`src/design/tbf_pkg.sv`:
```
// shared types, constants and coefficient register codes for the three-channel biquad filter
package tbf_pkg;

   // channel count and sample width follow the fixed beat layout below
   localparam int CHANNELS    = 3;
   localparam int SAMPLE_BITS = 8;

   // fixed-point format of the filter
   localparam int FRAC_BITS = 14;
   localparam int DATA_BITS = 16;
   localparam int ACC_BITS  = FRAC_BITS + DATA_BITS;
   localparam int PROD_BITS = 2 * DATA_BITS;

   // coefficient register file
   localparam int COEF_COUNT     = 5;
   localparam int CSR_INDEX_BITS = $clog2(COEF_COUNT);

   // coefficient register indexes
   localparam logic [CSR_INDEX_BITS-1:0] CSR_FEEDBACK_ONE = CSR_INDEX_BITS'(0);
   localparam logic [CSR_INDEX_BITS-1:0] CSR_FEEDBACK_TWO = CSR_INDEX_BITS'(1);
   localparam logic [CSR_INDEX_BITS-1:0] CSR_FORWARD_ZERO = CSR_INDEX_BITS'(2);
   localparam logic [CSR_INDEX_BITS-1:0] CSR_FORWARD_ONE  = CSR_INDEX_BITS'(3);
   localparam logic [CSR_INDEX_BITS-1:0] CSR_FORWARD_TWO  = CSR_INDEX_BITS'(4);

   // coefficient reset values, Q14
   localparam logic signed [DATA_BITS-1:0] RESET_FEEDBACK_ONE = -16'sd25575;
   localparam logic signed [DATA_BITS-1:0] RESET_FEEDBACK_TWO = 16'sd10508;
   localparam logic signed [DATA_BITS-1:0] RESET_FORWARD_ZERO = 16'sd329;
   localparam logic signed [DATA_BITS-1:0] RESET_FORWARD_ONE  = 16'sd658;
   localparam logic signed [DATA_BITS-1:0] RESET_FORWARD_TWO  = 16'sd329;

   // input beat: one sample set
   typedef struct packed {
      logic [SAMPLE_BITS-1:0] sample_right;
      logic [SAMPLE_BITS-1:0] sample_front;
      logic [SAMPLE_BITS-1:0] sample_left;
   } req_data_type;

   // output beat: one filtered set
   typedef struct packed {
      logic signed [DATA_BITS-1:0] filtered_right;
      logic signed [DATA_BITS-1:0] filtered_front;
      logic signed [DATA_BITS-1:0] filtered_left;
   } rsp_data_type;

   // shared coefficient set
   typedef struct packed {
      logic signed [DATA_BITS-1:0] feedback_one;
      logic signed [DATA_BITS-1:0] feedback_two;
      logic signed [DATA_BITS-1:0] forward_zero;
      logic signed [DATA_BITS-1:0] forward_one;
      logic signed [DATA_BITS-1:0] forward_two;
   } coef_type;

   // lane stage strobes
   typedef struct packed {
      logic load;
      logic advance;
   } lane_ctl_type;

endpackage

```
`src/design/tbf_lane.sv`:
```
// one biquad lane: feedback stage, output stage and its two delays
module tbf_lane (
   input  logic                                clock,
   input  logic                                reset,
   input  tbf_pkg::lane_ctl_type               ctl,
   input  tbf_pkg::coef_type                   coef,
   input  logic [tbf_pkg::SAMPLE_BITS-1:0]     sample,
   output logic signed [tbf_pkg::DATA_BITS-1:0] result
);
   import tbf_pkg::*;

   logic signed [DATA_BITS-1:0] d1_ff;
   logic signed [DATA_BITS-1:0] d2_ff;
   logic [ACC_BITS-1:0]         fb_sum_ff;
   logic [ACC_BITS-1:0]         fb_sum_in;
   logic [ACC_BITS-1:0]         ff_sum_ff;
   logic [ACC_BITS-1:0]         ff_sum_in;
   logic signed [DATA_BITS-1:0] result_ff;
   logic [ACC_BITS-1:0]         x_ext;
   logic signed [PROD_BITS-1:0] prod_a1;
   logic signed [PROD_BITS-1:0] prod_a2;
   logic signed [PROD_BITS-1:0] prod_b1;
   logic signed [PROD_BITS-1:0] prod_b2;
   logic signed [PROD_BITS-1:0] prod_b0;
   logic signed [DATA_BITS-1:0] w16;
   logic [ACC_BITS-1:0]         y_sum;

   // first stage: feedback sum and delay half of the output sum
   // only bits below ACC_BITS reach the result, so sums are kept that wide
   assign x_ext   = ACC_BITS'({sample, {FRAC_BITS{1'b0}}});
   assign prod_a1 = PROD_BITS'(coef.feedback_one) * PROD_BITS'(d1_ff);
   assign prod_a2 = PROD_BITS'(coef.feedback_two) * PROD_BITS'(d2_ff);
   assign prod_b1 = PROD_BITS'(coef.forward_one) * PROD_BITS'(d1_ff);
   assign prod_b2 = PROD_BITS'(coef.forward_two) * PROD_BITS'(d2_ff);
   assign fb_sum_in = x_ext - prod_a1[ACC_BITS-1:0] - prod_a2[ACC_BITS-1:0];
   assign ff_sum_in = prod_b1[ACC_BITS-1:0] + prod_b2[ACC_BITS-1:0];

   always_ff @(posedge clock) begin
      if (ctl.load) begin
         fb_sum_ff <= fb_sum_in;
         ff_sum_ff <= ff_sum_in;
      end
   end

   // second stage: new intermediate value times forward_zero
   assign w16     = fb_sum_ff[ACC_BITS-1:FRAC_BITS];
   assign prod_b0 = PROD_BITS'(coef.forward_zero) * PROD_BITS'(w16);
   assign y_sum   = prod_b0[ACC_BITS-1:0] + ff_sum_ff;

   always_ff @(posedge clock) begin
      if (ctl.advance) begin
         result_ff <= y_sum[ACC_BITS-1:FRAC_BITS];
      end
   end

   // delay line shifts once the output stage completes
   always_ff @(posedge clock) begin
      if (reset) begin
         d1_ff <= '0;
         d2_ff <= '0;
      end else if (ctl.advance) begin
         d2_ff <= d1_ff;
         d1_ff <= w16;
      end
   end

   assign result = result_ff;

endmodule

```
`config.mk`:
```
export PLATFORM = sky130hd
export DESIGN_NAME = tbf_lane
export DESIGN_NICKNAME = d
export VERILOG_FILES = /design/src/design/tbf_pkg.sv /design/src/design/tbf_lane.sv
export SDC_FILE = /design/constraint.sdc
export NUM_CORES = 2
export LEC_CHECK = 0
export BUFFER_PORTS_ARGS = -buffer_cell sky130_fd_sc_hd__buf_2
export CAP_MARGIN = 20
export CELL_PAD_IN_SITES_DETAIL_PLACEMENT = 1
export CELL_PAD_IN_SITES_GLOBAL_PLACEMENT = 2
export CORE_AREA = 2 2 279 392
export CTS_CLUSTER_SIZE = 30
export DETAILED_ROUTE_END_ITERATION = 12
export DIE_AREA = 0 0 281 394
export PLACE_DENSITY = 0.95
export SETUP_SLACK_MARGIN = 0.02
export SLEW_MARGIN = 20
export SYNTH_ARGS = -nofsm -noshare
export SYNTH_HDL_FRONTEND = slang
export SYNTH_SLANG_ARGS = --single-unit
```
`constraint.sdc`:
```
create_clock -name clock -period 19.6 [get_ports clock]
set_clock_uncertainty 0.05 [all_clocks]
set_input_delay 5.88 -clock clock [delete_from_list [all_inputs] [get_ports clock]]
set_output_delay 5.88 -clock clock [all_outputs]
set_load 0.01 [all_outputs]
```
**After elaboration in Yosys (flattened, before gate mapping)**

Index checks and enable logic that the tools add are counted.

- Output and inout port bits: 16
- Input bits: 92
- Flip-flop bits (word level): 108

- $add $sub $neg: 4
- Multipliers: 5

Operators with widths:

| kind | count |
|---|---|
| multiplier 16 x 16 -> 30 bit | 5 |
| adder 30 bit | 2 |
| subtractor 22 x 30 -> 30 bit | 1 |
| subtractor 30 bit | 1 |

**Depth between registers and ports, before layout**

- Word-level depth: 3
- Depth in mapped cells: 28
- Depth with buffers taken out: 27

**Least setup slack after synthesis**

Ideal clock, no wire load.

- Path kind: input -> register
- From: input port coef[58] (netlist name)
- To: register fb_sum_ff[28] (data pin)
- Path buffers: 1
- Setup time: 257 ps
- Arrival: 12429 ps
- Setup slack: 6864 ps
- Stages: 26
- Cell sequence: clkbuf_1 -> nand2_1 -> fa_1 -> fa_1 -> inv_1 -> fa_1 -> inv_1 -> fa_1 -> inv_1 -> fa_1 -> inv_1 -> fa_1 -> fa_1 -> inv_1 -> fa_1 -> inv_1 -> ha_1 -> o21a_1 -> o21a_1 -> and3_1 -> a41oi_1 -> a21o_1 -> o21ai_1 -> or4_1 -> and2_1 -> xor2_1

- Longest elaborated chain between the ends: 2

RTL lines:

| what | line | source |
|---|---|---|
| start: declaration | tbf_lane.sv:6 | `input tbf_pkg::coef_type coef,` |
| multiplier 16 x 16 -> 30 bit | tbf_lane.sv:32 | `assign prod_a2 = PROD_BITS'(coef.feedback_two) * PROD_BITS'(d2_ff);` |
| subtractor 30 bit | tbf_lane.sv:35 | `assign fb_sum_in = x_ext - prod_a1[ACC_BITS-1:0] - prod_a2[ACC_BITS-1:0];` |
| named net fb_sum_in[28] | tbf_lane.sv:15 | `logic [ACC_BITS-1:0] fb_sum_in;` |
| end signal: assignment | tbf_lane.sv:40 | `fb_sum_ff <= fb_sum_in;` |
| end: declaration | tbf_lane.sv:14 | `logic [ACC_BITS-1:0] fb_sum_ff;` |

The timed path passes the listed nets, and every way through them passes these cells.
A chain may end at the register's enable or synchronous reset.

**Worst setup path after layout**

- From: input port coef[15] (netlist name)
- To: register ff_sum_ff[29] (data pin)

- Longest elaborated chain between the ends: 2

RTL lines:

| what | line | source |
|---|---|---|
| multiplier 16 x 16 -> 30 bit | tbf_lane.sv:34 | `assign prod_b2 = PROD_BITS'(coef.forward_two) * PROD_BITS'(d2_ff);` |
| adder 30 bit | tbf_lane.sv:36 | `assign ff_sum_in = prod_b1[ACC_BITS-1:0] + prod_b2[ACC_BITS-1:0];` |
| named net ff_sum_in[29] | tbf_lane.sv:17 | `logic [ACC_BITS-1:0] ff_sum_in;` |
| end signal: assignment | tbf_lane.sv:41 | `ff_sum_ff <= ff_sum_in;` |
| end: declaration | tbf_lane.sv:16 | `logic [ACC_BITS-1:0] ff_sum_ff;` |

The timed path passes the listed nets, and every way through them passes these cells.

==> metrics <==
status complete, no violations; post-synthesis sequential area ratio 5.00%; CP peak stage delay 0.76 ns; Final setup viols 0; R2R Setup Slk 11.15 ns; Die Area 111000 um^2; buffer count from post-CTS setup fixing 0; Post-Syn Instances 5171; post-cts sizing count 0; GR Util met3 3.46%; Post-DP HPWL 123 mm; antenna violations before repair 19; drt initial violations 1194; number of clock buffers inserted by TritonCTS 9; fmax 75.7 MHz; number of synthesized flops with an enable pin 62; area delta synth->final 4.32%; GR Overflow Total 0; CP required 19.70 ns; Post-Place Worst Slack 5.97 ns; first drt pass iteration count 5; Post-Synthesis Cell Area 50100 um^2; TritonCTS clock tree done; Reg clk slew, reported paths 0.09 ns; first-pass GRT wire length 228 mm; Hold Path Class reg -> reg; multiplexer share of the synthesized area 0.639%; hold buffers post-CTS 0; #FFs+latches synth 94; kind of critical path in -> reg; FP Rows 143; Die Span X 281 um; IO Pins 108; met2 layer usage reported by global route 53.1%; Initial Utilization 46.6%; max-slew violations 0; final setup TNS 0 ns; largest family of logic cells by synthesized area adder cells; R2R cell count 22; Vias/cell 5.20; mean post-synth cell area 9.69 um^2; Netlist cell types 51; worst hold slack 0.718 ns; core box area 108000 um^2; critical path's slowest cell fa_1; leading area contributor after synthesis fa_1; Slew HR 27.4%; Clock Tree Root clkbuf_16; actual slew at the worst max-slew pin 1.09 ns; Main synth FF type edfxtp_1; final period utilization 67.4%; XOR/XNOR share of the synthesized area 2.47%; die height 394 um; clk sinks 94; setup ws final 6.38 ns; final net count 6950; number of global-route vias before repair 42800; drt drc 0; worst hold stages 3; top-count cell post-synth inv_1; hold path startpoint d2_ff[15]$_SDFFE_PP0P_; htree depth 3; count of input and output buffers 107; layout cells sized above 1 3.43%; crit path cell chain buf_2, nand2_1, fa_1, inv_1, fa_1, inv_1, fa_1, inv_1, fa_1, fa_1, fa_1, fa_1, inv_1, fa_1, inv_1, ha_1, and3_1, and3_2, and3_2, a221o_1, a41oi_1, a21oi_1, xnor2_1; warnings from Yosys 0; clk buf depth 2; gpl congestion 0.892; Critical R2R Capture ff_sum_ff[29]$_DFFE_PP_; antenna violation net count after detailed routing 0; final wirelength 142 mm; largest net degree at the start of global routing 49; fin crit period 13.22 ns; Synth Area in Simple Gates 14.3%; ys async rst share 0%; CP Capture Type register; worst r2r src d2_ff[0]$_SDFFE_PP0P_; Final Hold Vio Count 0; final instance area 52300 um^2; via count 34200; Skew-Pair Late Insertion Delay 0.42 ns; GRT Util Overall 27.0%; adder-cell area share of the yosys netlist 63.9%; Hold Path End d2_ff[15]$_SDFFE_PP0P_; RSZ-0062 raised after global routing no; worst-path fanout max 15; synthesized net count 7000; # Max-Cap Violations 0; met1 GRT Util 27.8%; share of the synthesized area in the top cell type 54.6%; compound-cell area share of the yosys netlist 1.52%; CP arrival 13.32 ns; GR peak layer met2; area post-placement 52000 um^2; drt wl/cell 21.6 um; most frequent CP cell fa_1; Commonest cells post-synth inv_1, fa_1, and2_1; CP Launch Type input port; Synth area leaders fa_1, inv_1, ha_1
-- state kept, by name, indices dropped and copies added (netlist names) --
| name | cells |
|---|---|
| d1_ff | 16 |
| d2_ff | 16 |
| fb_sum_ff | 16 |
| ff_sum_ff | 30 |
| result | 16 |
-- worst max-delay path: cells and delay by family --
family	cells	cell delay, ns
xor+xnor	1	0.13
buf+inv	6	0.54
simple gates	4	1.31
compound gates	3	0.82
fa+ha+maj	9	4.61
-- cell type report --
cell class | instances | area [um^2]
fillers | 12200 | 55300
multi-input cells | 3445 | 41500
inverters | 1429 | 5360
flip-flops and latches | 94 | 2510
well taps | 1450 | 1810
repair buffers | 142 | 798
clock buffers | 9 | 225
clock inverters | 7 | 72.6
diodes | 4 | 10.0
-- cell families after synthesis --
group,count (synthesis)
compound gates,109
flops,94
simple gates,1426
xor+xnor,141
buf+inv,1632
mux,32
fa+ha+maj,1737
-- through the flow --
stage,std cells,util [%]
6_report,6580,48.6
3_3_place_gp,6560,48.3
3_5_place_dp,6560,48.3
2_1_floorplan,5171,-
5_1_grt,6577,48.6
4_1_cts,6576,48.6
-- worst max-delay path by stage --
| stage | startpoint | endpoint | slack, ns | cells after the start |
|---|---|---|---|---|
| floorplan | coef[58] | fb_sum_ff[28]$_DFFE_PP_ | 6.86 | 26 |
| global placement | coef[15] | ff_sum_ff[28]$_DFFE_PP_ | 6.13 | 25 |
| detailed placement | coef[15] | ff_sum_ff[29]$_DFFE_PP_ | 5.97 | 23 |
| CTS | coef[15] | ff_sum_ff[29]$_DFFE_PP_ | 6.41 | 23 |
| global route | coef[15] | ff_sum_ff[28]$_DFFE_PP_ | 6.02 | 25 |
| finish | coef[15] | ff_sum_ff[29]$_DFFE_PP_ | 6.38 | 23 |
-- layout by cell type, fill, tap and decap left out, drive strengths merged, types with 4 or more instances in the layout --
| cell type | synthesis | final |
|---|---|---|
| inv | 1428 | 1429 |
| fa | 1367 | 1367 |
| and2 | 617 | 617 |
| nand2 | 605 | 605 |
| ha | 370 | 370 |
| buf | 3 | 142 |
| xnor2 | 111 | 111 |
| nor2 | 106 | 106 |
| edfxtp | 62 | 62 |
| nand2b | 46 | 46 |
| mux2i | 32 | 32 |
| dfxtp | 32 | 32 |
| xor2 | 30 | 30 |
| a21oi | 28 | 28 |
| a21o | 21 | 21 |
| o21ai | 18 | 18 |
| nor3 | 14 | 14 |
| and3 | 10 | 10 |
| o21a | 9 | 9 |
| clkbuf | 200 | 9 |
| nand3 | 7 | 7 |
| nor2b | 6 | 6 |
| a31oi | 5 | 5 |
| a211oi | 5 | 5 |
| diode | 0 | 4 |
| o21bai | 4 | 4 |
| o31ai | 4 | 4 |
-- routing by layer --
layer / wire, um / up-vias
met5: 159 / -
met4: 6770 / 26
met3: 4920 / 445
met2: 81000 / 807
met1: 49500 / 18400
li1: - / 14500
Power is left out: the tool's default activity adds up to more than one toggle a clock period on the data nets, which glitch-free logic cannot reach.
