`config.mk`:
```
export PLATFORM = sky130hd
export DESIGN_NAME = tbf_csr
export DESIGN_NICKNAME = d
export VERILOG_FILES = /design/src/design/tbf_pkg.sv /design/src/design/tbf_csr.sv
export SDC_FILE = /design/constraint.sdc
export NUM_CORES = 1
export LEC_CHECK = 0
export BUFFER_PORTS_ARGS = -buffer_cell sky130_fd_sc_hd__buf_2
export CAP_MARGIN = 20
export CORE_MARGIN = 3
export CORE_UTILIZATION = 30
export CTS_BUF_LIST = sky130_fd_sc_hd__clkbuf_4 sky130_fd_sc_hd__clkbuf_8
export DETAILED_ROUTE_END_ITERATION = 7
export PLACE_DENSITY = 0.55
export SLEW_MARGIN = 20
export SYNTH_ARGS = -nofsm -noshare
export SYNTH_HDL_FRONTEND = slang
export SYNTH_SLANG_ARGS = --single-unit
```
`constraint.sdc`:
```
create_clock -name clock -period 1.3 [get_ports clock]
set_input_delay 0.26 -clock clock [delete_from_list [all_inputs] [get_ports clock]]
set_output_delay 0.26 -clock clock [all_outputs]
set_load 0.005 [all_outputs]
```
`src/design/tbf_pkg.sv`:
```
// shared types, constants and coefficient register codes for the three-channel biquad filter
package tbf_pkg;

   // channel count and sample width follow the fixed beat layout below
   localparam int CHANNELS    = 3;
   localparam int SAMPLE_BITS = 8;

   // fixed-point format of the filter
   localparam int FRAC_BITS = 14;
   localparam int DATA_BITS = 16;
   localparam int ACC_BITS  = FRAC_BITS + DATA_BITS;
   localparam int PROD_BITS = 2 * DATA_BITS;

   // coefficient register file
   localparam int COEF_COUNT     = 5;
   localparam int CSR_INDEX_BITS = $clog2(COEF_COUNT);

   // coefficient register indexes
   localparam logic [CSR_INDEX_BITS-1:0] CSR_FEEDBACK_ONE = CSR_INDEX_BITS'(0);
   localparam logic [CSR_INDEX_BITS-1:0] CSR_FEEDBACK_TWO = CSR_INDEX_BITS'(1);
   localparam logic [CSR_INDEX_BITS-1:0] CSR_FORWARD_ZERO = CSR_INDEX_BITS'(2);
   localparam logic [CSR_INDEX_BITS-1:0] CSR_FORWARD_ONE  = CSR_INDEX_BITS'(3);
   localparam logic [CSR_INDEX_BITS-1:0] CSR_FORWARD_TWO  = CSR_INDEX_BITS'(4);

   // coefficient reset values, Q14
   localparam logic signed [DATA_BITS-1:0] RESET_FEEDBACK_ONE = -16'sd25575;
   localparam logic signed [DATA_BITS-1:0] RESET_FEEDBACK_TWO = 16'sd10508;
   localparam logic signed [DATA_BITS-1:0] RESET_FORWARD_ZERO = 16'sd329;
   localparam logic signed [DATA_BITS-1:0] RESET_FORWARD_ONE  = 16'sd658;
   localparam logic signed [DATA_BITS-1:0] RESET_FORWARD_TWO  = 16'sd329;

   // input beat: one sample set
   typedef struct packed {
      logic [SAMPLE_BITS-1:0] sample_right;
      logic [SAMPLE_BITS-1:0] sample_front;
      logic [SAMPLE_BITS-1:0] sample_left;
   } req_data_type;

   // output beat: one filtered set
   typedef struct packed {
      logic signed [DATA_BITS-1:0] filtered_right;
      logic signed [DATA_BITS-1:0] filtered_front;
      logic signed [DATA_BITS-1:0] filtered_left;
   } rsp_data_type;

   // shared coefficient set
   typedef struct packed {
      logic signed [DATA_BITS-1:0] feedback_one;
      logic signed [DATA_BITS-1:0] feedback_two;
      logic signed [DATA_BITS-1:0] forward_zero;
      logic signed [DATA_BITS-1:0] forward_one;
      logic signed [DATA_BITS-1:0] forward_two;
   } coef_type;

   // lane stage strobes
   typedef struct packed {
      logic load;
      logic advance;
   } lane_ctl_type;

endpackage

```
`src/design/tbf_csr.sv`:
```
// coefficient register file written through the csr port
module tbf_csr (
   input  logic                                clock,
   input  logic                                reset,
   input  logic                                csr_valid,
   output logic                                csr_ready,
   input  logic [tbf_pkg::CSR_INDEX_BITS-1:0]  csr_index,
   input  logic [tbf_pkg::DATA_BITS-1:0]       csr_data,
   output tbf_pkg::coef_type                   coef
);
   import tbf_pkg::*;

   coef_type coef_ff;
   coef_type coef_in;

   // writes are always taken
   assign csr_ready = 1'b1;

   // decode the register index, unknown indexes are dropped
   always_comb begin
      coef_in = coef_ff;
      if (csr_valid) begin
         unique case (csr_index)
            CSR_FEEDBACK_ONE: coef_in.feedback_one = csr_data;
            CSR_FEEDBACK_TWO: coef_in.feedback_two = csr_data;
            CSR_FORWARD_ZERO: coef_in.forward_zero = csr_data;
            CSR_FORWARD_ONE:  coef_in.forward_one  = csr_data;
            CSR_FORWARD_TWO:  coef_in.forward_two  = csr_data;
            default:          coef_in = coef_ff;
         endcase
      end
   end

   always_ff @(posedge clock) begin
      if (reset) begin
         coef_ff.feedback_one <= RESET_FEEDBACK_ONE;
         coef_ff.feedback_two <= RESET_FEEDBACK_TWO;
         coef_ff.forward_zero <= RESET_FORWARD_ZERO;
         coef_ff.forward_one  <= RESET_FORWARD_ONE;
         coef_ff.forward_two  <= RESET_FORWARD_TWO;
      end else begin
         coef_ff <= coef_in;
      end
   end

   assign coef = coef_ff;

endmodule

```
Word level (Yosys, flattened, before mapping)
Index checks and enable logic that the tools add are counted.
{"block": "totals", "ff_bits": 80, "wordCells": 15, "out_inout_bits": 81, "inputBits": 22}
{"block": "op_classes", "n_eq_ne": 4, "n_reduce_logical": 6}
{"op": "2-bit AND reduction", "n": 5}
{"op": "3-bit by 2-bit == test with 1-bit output (second input constant)", "n": 2}
{"op": "3-bit by 1-bit == test with 1-bit output (second input constant)", "n": 1}
{"op": "3-bit == test (second input constant)", "n": 1}
{"op": "3-bit zero test", "n": 1}

Logic depth before layout (Yosys ltp)
Gate-level depths: netlist (run 1).
{"block": "logic_depth", "ltp_word": 2, "mapped_depth": 5, "mapped_depth_nobuf": 2}

Least setup slack after synthesis (run 1)
No wires, ideal clock.
{"block": "synth_path", "kind": "input port to flip-flop", "startpoint": "input csr_index[0] (netlist name)", "endpoint": "register coef_ff, in the netlist coef[69]", "n_path_buf": 1, "stages": 3, "path_slack_ns": 0.128, "arrival_ns": 1.049, "required_ns": 1.178, "setup_ns": 0.122, "path_cell_list": "or4b_1 > buf_6 > mux2i_1"}
{"block": "synth_between", "elab_chain_cells": 2}
{"element": "from (decl)", "line_no": "tbf_csr.sv:7", "text": "input logic [tbf_pkg::CSR_INDEX_BITS-1:0] csr_index,"}
{"element": "3-bit zero test", "line_no": "tbf_csr.sv:23", "text": "unique case (csr_index)"}
{"element": "2-bit AND reduction (no line)"}
{"element": "to (signal assigned)", "line_no": "tbf_csr.sv:42", "text": "coef_ff <= coef_in;"}
{"element": "to (decl)", "line_no": "tbf_csr.sv:13", "text": "coef_type coef_ff;"}
No other way between the ends.
A chain may end at the register's enable or synchronous reset.

Worst setup path after layout (run 1)
{"block": "layout_path", "startpoint": "register coef_ff, in the netlist coef[19]", "endpoint": "output coef[19] (netlist name)"}
{"element": "to (decl)", "line_no": "tbf_csr.sv:9", "text": "output tbf_pkg::coef_type coef"}
No word-level cell between the ends.

==> results of run 1 <==
[power by group]
group | internal [mW] | switching (mW) | total (mW)
clock network | 0.804 | 0.852 | 1.66
logic | 0.197 | 0.197 | 0.394
registers | 2.50 | 0.0275 | 2.53
[per-stage QoR]
stage | hold WS (ns) | utilization [%] | total power [mW] | TNS (ns)
after floorplan | 0.4153 | - | 2.803 | 0
after global placement | 0.4563 | 38.20 | 2.986 | -0.8295
after detailed placement | 0.4624 | 38.20 | 2.991 | -1.075
after CTS | 0.1750 | 39.90 | 4.666 | 0
after global routing | 0.1744 | 39.90 | 4.821 | 0
final | 0.1945 | 39.90 | 4.581 | 0
[logic make-up after synthesis]
| group | count (synthesis) | synth area share [%] |
|---|---|---|
| multiplexers | 80 | 24.94 |
| AND/OR/NAND/NOR | 118 | 21.28 |
| flip-flops | 80 | 49.88 |
| other | 1 | 0.1168 |
| buffers and inverters | 23 | 3.780 |
[worst min path at each step]
stage	startpoint	endpoint	depth (start not counted)
2_1_floorplan	csr_data[3]	coef[19]	2
3_3_place_gp	coef[49]	coef[49]	2
3_5_place_dp	coef[9]	coef[9]	2
4_1_cts	csr_data[15]	coef[79]	3
5_1_grt	csr_data[15]	coef[79]	3
6_report	csr_data[15]	coef[79]	3
[cells in the mapped netlist (2+ instances only)]
library cell  instances  area share, %
dfxtp_1              80             50
mux2i_1              80             25
nand2b_1             72             14
nor2_1               38            4.4
buf_2                10            1.6
clkbuf_1              8           0.94
buf_4                 4           0.94
nand4bb_1             2           0.70
[per-layer routing]
layer,wire length (um),track usage [%],part of all wire (%)
met5,0,0,0
met4,98,4.541,1.2
met3,431,3.817,5.4
met2,3819,22.23,48
met1,3647,17.09,46
[final cells by class]
type                    count  share of cell area (%)
well taps                 136                   4.112
repair buffers            118                   16.81
multi-input cells         199                   36.11
clock inverters             3                  0.4233
clock buffers              12                   3.840
flip-flops and latches     80                   38.71
==> results_dict.tcl, run 1 <==
set metrics [dict create \
    die_w_um 109.5 \
    via_per_inst 4.303 \
    num_vias 2358 \
    worst-r2r-cell-count 2 \
    io_pins 103 \
    required_ns 1.04 \
    cp_slowest_stage_delay_ns 0.36 \
    place_area_um2 3961 \
    arrival_ns 0.82 \
    synth_edf_count 0 \
    die_area_um2 11980 \
    largest_reg_flops 80 \
    report.final.slew_viol_count 0 \
    finalHoldViolCount 0 \
    track_usage_pct 13.54 \
    ys_seq_elements 80 \
    ys.flop_type "dfxtp_1" \
    cts_resized 0 \
    synth.distinct_cells 16 \
    r2r_slack_ns 0.69 \
    layoutNonFillerInstCount 548 \
    drive_gt1_share_pct 33.01 \
    h-tree-depth 3 \
    grt_pass1_wl_um 12300 \
    setup_viol 0 \
    wl_per_cell_um 14.59 \
    clk_path_buf_depth 2 \
    globalplace.congestion 0.7633 \
    postCtsHoldBufs 0 \
    die_h_um 109.5 \
    leakage_nw 2.006 \
    grt_start_max_net_pins 59 \
    hp-class "in -> reg" \
    critPathLaunch "coef[19]" \
    ir_worst_vdd_mv 0.3977 \
    final-seq-area_um2 1602 \
    crit_chain "buf_2" \
    drt.antenna.violating_nets 0 \
    pwr_density_cell_nw_per_um2 1107 \
    start_util_pct 30.96 \
    status "completed" \
    avgSynthCellArea_um2 10.63 \
    rsz0062_at_grt "false" \
    slowest_stage "dfxtp_1" \
    totalWireLength_um 7997 \
    dpl.hpwl_um 5777 \
    fillers 1074 \
    num_antenna_cells 0 \
    antenna_found_initial 0 \
    finalInstanceArea_um2 4138 \
    dp.cells 533 \
    endpoint "coef[19]" \
    cts_tree "done" \
    post-cts-setup-buffers 0 \
    fin_crit_ns 1.085 \
    area_growth_pct 28.88 \
    async_reset_ff_share_pct 0 \
    startpoint_type "register" \
    layout_common_cells "buf_2 (101), mux2i_1 (80), dfxtp_1 (80)" \
    ys_seq_area_share_pct 49.88 \
    syn_nets 324 \
    layout_worst_path_cycle_share_pct 83.45 \
    clk_latency_ns 0.34 \
    gr-total-overflow 0 \
    cp_num_cells 1 \
    layout_commonest_cell "buf_2" \
    fin_skew_ns 0 \
    cp.buffers_inverters 1 \
    dr.first_iter.drc_count 38 \
    synthCells 302 \
    cts.sinks 80 \
    dp_slack_ns -0.09998 \
    path_clk_slew_ns 0.08 \
    root_buffer "clkbuf_8" \
    dr.pass1.iters 4 \
    cap_violations 0 \
    worstPathMaxFanout 2 \
    io_buffers 101 \
    yosys_warnings 0 \
    core_um2 10370 \
    final_nets 430 \
    fmax_mhz 921.8 \
    numCtsBuffers 9 \
    netlist_area_um2 3211 \
    critPathCaptureType "primary output" \
    path_class "reg -> out" \
    setup_slack_ns 0.2152 \
    cp_top_family "flip-flops" \
    reg2reg_from "coef[0]" \
    multiInputGateArea_um2 1494 \
    grt_pass1_vias 2284 \
    worstReg2RegEnd "coef[0]" \
    drc 0 \
    rows 37 \
]
(Power assumes the default switching activity.)
==> inputs of run 2 (changes only) <==
- ABC_AREA: unset -> 1
- clock period: 1.3 -> 1.1 ns (I/O delays scaled with it)
==> run 2 against run 1 <==
Against the previous run:
- sequential share of layout area is 0.95 points lower
- flip-flop and latch count is the same
- combinational power up 82%
- power up 35%
- worst hold slack lost 0.094 ns
- first-iteration DRC count rose to 4.4 times the previous value
- clock skew unchanged
- clock-buffer cell count rose by 1
- global-route usage grew 3.7 points
- utilization rose by 2.8 points
- via count up 34%
- critical path depth unchanged
- critical path type unchanged
- critical endpoint is now coef[77]
==> results_dict.tcl, run 2 <==
set metrics [dict create \
    status "completed" \
    cp.buffers_inverters 1 \
    path_clk_slew_ns 0.08 \
    hp-class "in -> reg" \
    dr.first_iter.drc_count 167 \
    dpl.hpwl_um 7389 \
    fmax_mhz 942.0 \
    h-tree-depth 3 \
    core_um2 9955 \
    critPathCaptureType "primary output" \
    die_w_um 108.2 \
    post-cts-setup-buffers 0 \
    num_vias 3164 \
    final_util_pct 42.71 \
    layout_commonest_cell "nor2_1" \
    synthTopCellsByArea "dfxtp_1 (51%), nor2_1 (14%), nand2_1 (14%)" \
    synth_common_cells "nor2_1 (116), nand2_1 (114), dfxtp_1 (80), nand3_1 (80), inv_1 (22)" \
    finalHoldViolCount 0 \
    crit_chain "buf_2" \
    arrival_ns 0.84 \
    cts_tree "done" \
    place_area_um2 4023 \
    totalWireLength_um 9632 \
    cap_violations 0 \
    grt_start_max_net_pins 37 \
    rsz0062_at_grt "false" \
    drt.antenna.violating_nets 0 \
    multiInputGateArea_um2 1318 \
    numCtsBuffers 9 \
    cp_num_cells 1 \
    start_util_pct 31.46 \
    ys.flop_type "dfxtp_1" \
    clk_latency_ns 0.35 \
    synth_edf_count 0 \
    worstPathMaxFanout 2 \
    largest_reg_flops 80 \
    synth.distinct_cells 14 \
    layout_common_cells "nor2_1 (115), nand2_1 (114), buf_2 (101)" \
    ys_seq_elements 80 \
    via_per_inst 4.514 \
    final-seq-area_um2 1605 \
    area_growth_pct 35.76 \
    grt_pass1_wl_um 15280 \
    async_reset_ff_share_pct 0 \
    die_area_um2 11700 \
    pwr_density_cell_nw_per_um2 1452 \
    antenna_found_initial 0 \
    synth_most_common_cell "nor2_1" \
    track_usage_pct 17.27 \
    synth_area_leader_cell "dfxtp_1" \
    required_ns 0.88 \
    min_path_cells 3 \
    ys_seq_area_share_pct 51.14 \
    drc 0 \
    layout_worst_path_cycle_share_pct 96.51 \
    finalInstanceArea_um2 4252 \
    dr.pass1.iters 5 \
    leakage_nw 2.137 \
    grt_pass1_vias 3004 \
    drive_gt1_share_pct 27.99 \
    synthCells 445 \
    startpoint_type "register" \
    io_pins 103 \
    clk_path_buf_depth 2 \
    syn_nets 467 \
    path_class "reg -> out" \
    num_antenna_cells 0 \
    io_buffers 101 \
    globalplace.congestion 0.7997 \
    rows 36 \
    cts_resized 0 \
    final_nets 585 \
    wl_per_cell_um 13.74 \
    synth_top_area_share_pct 51.14 \
    netlist_area_um2 3132 \
    root_buffer "clkbuf_8" \
    yosys_warnings 0 \
    fin_crit_ns 1.062 \
    fin_skew_ns 0 \
    postCtsHoldBufs 0 \
    total_power_mw 6.175 \
    gr-total-overflow 0 \
    cts.sinks 80 \
    ir_worst_vdd_mv 0.7444 \
    slowest_stage "dfxtp_1" \
    worst-r2r-cell-count 2 \
    die_h_um 108.2 \
    cp_slowest_stage_delay_ns 0.36 \
    cp_top_family "flip-flops" \
    setup_viol 0 \
    fillers 1059 \
    avgSynthCellArea_um2 7.038 \
    report.final.slew_viol_count 0 \
]
==> run 2: cell types whose count changed in the layout (fill, tap and decap cells not counted), sizes merged, moves of 2 or more <==
cell / delta
nand3: +80
nand2b: -72
and4bb: -2
bufinv: +2
nand2: +115
mux2i: -80
nor2: +83
inv: +23
nand4bb: -2
buf: +14
==> run 2: final timing paths <==
| kind | to | slack, ns | startpoint |
|---|---|---|---|
| max reg2reg | coef[79] | 0.50 | coef[79] |
| max | coef[77] | 0.04 | coef[77] |
| min reg2reg | coef[61] | 0.47 | coef[61] |
| min | coef[61] | 0.10 | csr_data[13] |
==> run 2: layer usage <==
layer | share of wire [%] | track usage (%) | vias to the layer above
met4 | 0.83 | 6.222 | 0
met5 | 0 | 0 | -
li1 | - | - | 1617
met3 | 8.2 | 4.776 | 8
met2 | 47 | 27.53 | 107
met1 | 44 | 22.41 | 1432
==> run 2: per-stage QoR <==
stage          worst slack [ns]  setup TNS (ns)  cells  hold WS [ns]
4_1_cts                0.004008               0    701       0.07865
2_1_floorplan            0.1342               0    445        0.3332
6_report                0.03844               0    701        0.1008
3_3_place_gp           -0.08028          -1.620    685        0.4443
3_5_place_dp            -0.1146          -1.972    685        0.4521
5_1_grt               0.0005698               0    701       0.09439
==> run 2: logic make-up after synthesis <==
group,count (synthesis),synth area share (%)
simple gates,316,41.87
flops,80,51.14
buf+inv,48,6.872
other cells,1,0.1197
==> run 2: report_power, final <==
| part | switching, mW | total [mW] | leakage, nW | internal [mW] |
|---|---|---|---|---|
| clock network | 0.994 | 2.41 | 0.118 | 1.41 |
| registers | 0.0526 | 3.05 | 0.652 | 3.00 |
| logic | 0.417 | 0.716 | 1.37 | 0.300 |
| total | 1.46 | 6.18 | 2.14 | 4.71 |
==> run 2: final cells by class <==
type                       count  area share [%]
clock inverter                 3           1.530
sequential                    80           37.76
inverter                      23           2.031
clock buffer                  13           3.767
tap                          133           3.914
multi-input combinational    317           30.99
timing repair buffer         132           20.01
==> run 2: tightest hold or removal path, cell delays in order <==
cell     delay (ns)
buf_2          0.10
nand2_1        0.05
nand3_1        0.05
==> inputs of run 3 (changes only) <==
- CORE_UTILIZATION: 30 -> 28
- PLACE_DENSITY: 0.55 -> 0.52
==> run 3 against run 2 <==
Against the previous run:
- global-route usage shrank 2.0 points
- wire length shrank 0.62%
- power shrank 0.74%
- combinational power shrank 2%
- clock skew is the same
- register-to-register slack is essentially flat
- fmax grew 0.69%
- flip-flop and latch count is the same
- largest cell class unchanged
- sequential share of layout area grew 0.50 points
==> results_dict.tcl, run 3 (synthesis results as in run 2) <==
set metrics [dict create \
    track_usage_pct 15.23 \
    fmax_mhz 948.5 \
    globalplace.congestion 0.7752 \
    layout_common_cells "nor2_1 (115), nand2_1 (114), buf_2 (101)" \
    dr.pass1.iters 5 \
    layout_commonest_cell "nor2_1" \
    cts.sinks 80 \
    largest_reg_flops 80 \
    pwr_density_cell_nw_per_um2 1461 \
    wl_per_cell_um 13.69 \
    rsz0062_at_grt "false" \
    worst-r2r-cell-count 2 \
    die_w_um 111.8 \
    holdCritStartpoint "csr_data[2]" \
    clkPwrFrac_pct 38.8 \
    cp.buffers_inverters 1 \
    status "completed" \
    whs_ns 0.08705 \
    core_um2 10600 \
    finalHoldViolCount 0 \
    io_buffers 101 \
    drc 0 \
    io_pins 103 \
    worstReg2RegEnd "coef[14]" \
    finalInstanceArea_um2 4197 \
    root_buffer "clkbuf_8" \
    cp_top_family "flip-flops" \
    dpl.hpwl_um 7150 \
    rows 37 \
    clk_latency_ns 0.35 \
    holdPathEnd "coef[50]" \
    worstPathMaxFanout 2 \
    min_path_cells 3 \
    critPathCaptureType "primary output" \
    comb_power_share_pct 11.5 \
    grt_pass1_wl_um 15010 \
    slowest_stage "dfxtp_1" \
    r2r_slack_ns 0.50 \
    cp_slowest_stage_delay_ns 0.37 \
    report.final.slew_viol_count 0 \
    clk_path_buf_depth 2 \
    final_nets 580 \
    cts_tree "done" \
    grt_pass1_vias 2832 \
    totalWireLength_um 9572 \
    dr.first_iter.drc_count 200 \
    leakage_nw 2.099 \
    numCtsBuffers 9 \
    layout_worst_path_cycle_share_pct 95.84 \
    start_util_pct 29.54 \
    h-tree-depth 3 \
    drt.antenna.violating_nets 0 \
    setup_tns_ns 0 \
    antenna_found_initial 0 \
    path_clk_slew_ns 0.08 \
    fin_crit_ns 1.054 \
    die_h_um 111.8 \
    via_per_inst 4.456 \
    fillers 1136 \
    ir_worst_vdd_mv 0.6476 \
    gr-total-overflow 0 \
    path_class "reg -> out" \
    drive_gt1_share_pct 27.35 \
    num_vias 3115 \
    num_antenna_cells 0 \
    fin_skew_ns 0 \
    setup_viol 0 \
    hp-class "in -> reg" \
    p_int_mw 4.568 \
    switchingPower_mw 1.561 \
    arrival_ns 0.83 \
    p_seq_share_pct 49.7 \
    crit_chain "buf_2" \
    reg2reg_from "coef[14]" \
    place_area_um2 3969 \
    area_growth_pct 34.00 \
    cap_violations 0 \
    switching_share_pct 25.47 \
    startpoint_type "register" \
    required_ns 0.88 \
    die_area_um2 12490 \
    grt_start_max_net_pins 55 \
]
-- run 3: cell types whose count changed in the layout (fill, tap and decap cells not counted), sizes merged --
| cell | change |
|---|---|
| clkbuf | -4 |
| inv | +1 |
| clkinv | +2 |
| buf | -5 |
| clkinvlp | +1 |
-- run 3: area by class of cell --
| cell class | instances | area [um2] | area share, % |
|---|---|---|---|
| sequential | 80 | 1605 | 38.25 |
| tap | 136 | 170.2 | 4.055 |
| clock buffer | 9 | 123.9 | 2.952 |
| timing repair buffer | 127 | 788.3 | 18.78 |
| inverter | 23 | 86.33 | 2.057 |
| clock inverter | 7 | 95.09 | 2.266 |
| multi-input combinational | 317 | 1328 | 31.63 |
-- run 3: how the worst max path moves through the flow --
stage / startpoint / to / slack, ns / cells after the start
after floorplan: csr_valid / coef[41] / 0.13 / 7
after global placement: csr_index[2] / coef[25] / -0.17 / 6
after detailed placement: csr_index[2] / coef[25] / -0.27 / 6
after CTS: coef[78] / coef[78] / 0.02 / 1
after global routing: coef[10] / coef[10] / 0.001 / 1
final: coef[14] / coef[14] / 0.05 / 1
-- run 3: per-layer routing --
layer / part of all wire, % / routed length, um / GRT usage [%]
met1: 46 / 4399 / 20.92
met2: 44 / 4221 / 22.86
met3: 9.5 / 911 / 6.087
met4: 0.42 / 40 / 2.676
met5: 0 / 0 / 0
-- run 3: timing repair --
item | CTS | global route
buffers inserted | 0 | 0
hold buffers | 0 | 0
endpoints found under the setup margin | 0 | 5
resized for setup | 0 | 4
-- run 3: power by group through the flow --
stage	combinational, mW	sequential (mW)	clock [mW]
final	0.705	3.05	2.38
after global routing	0.794	3.06	2.56
after CTS	0.712	3.05	2.45
after detailed placement	0.710	3.12	0
after global placement	0.705	3.11	0
after floorplan	0.352	3.12	0
-- run 3: stage by stage --
step / setup slack, ns / power, mW / cells / utilization (%)
floorplan: 0.1342 / 3.475 / 445 / -
global placement: -0.1682 / 3.819 / 683 / 37.44
global route: 0.001282 / 6.412 / 699 / 39.58
CTS: 0.01943 / 6.213 / 699 / 39.50
detailed placement: -0.2748 / 3.826 / 683 / 37.44
finish: 0.04576 / 6.129 / 699 / 39.58
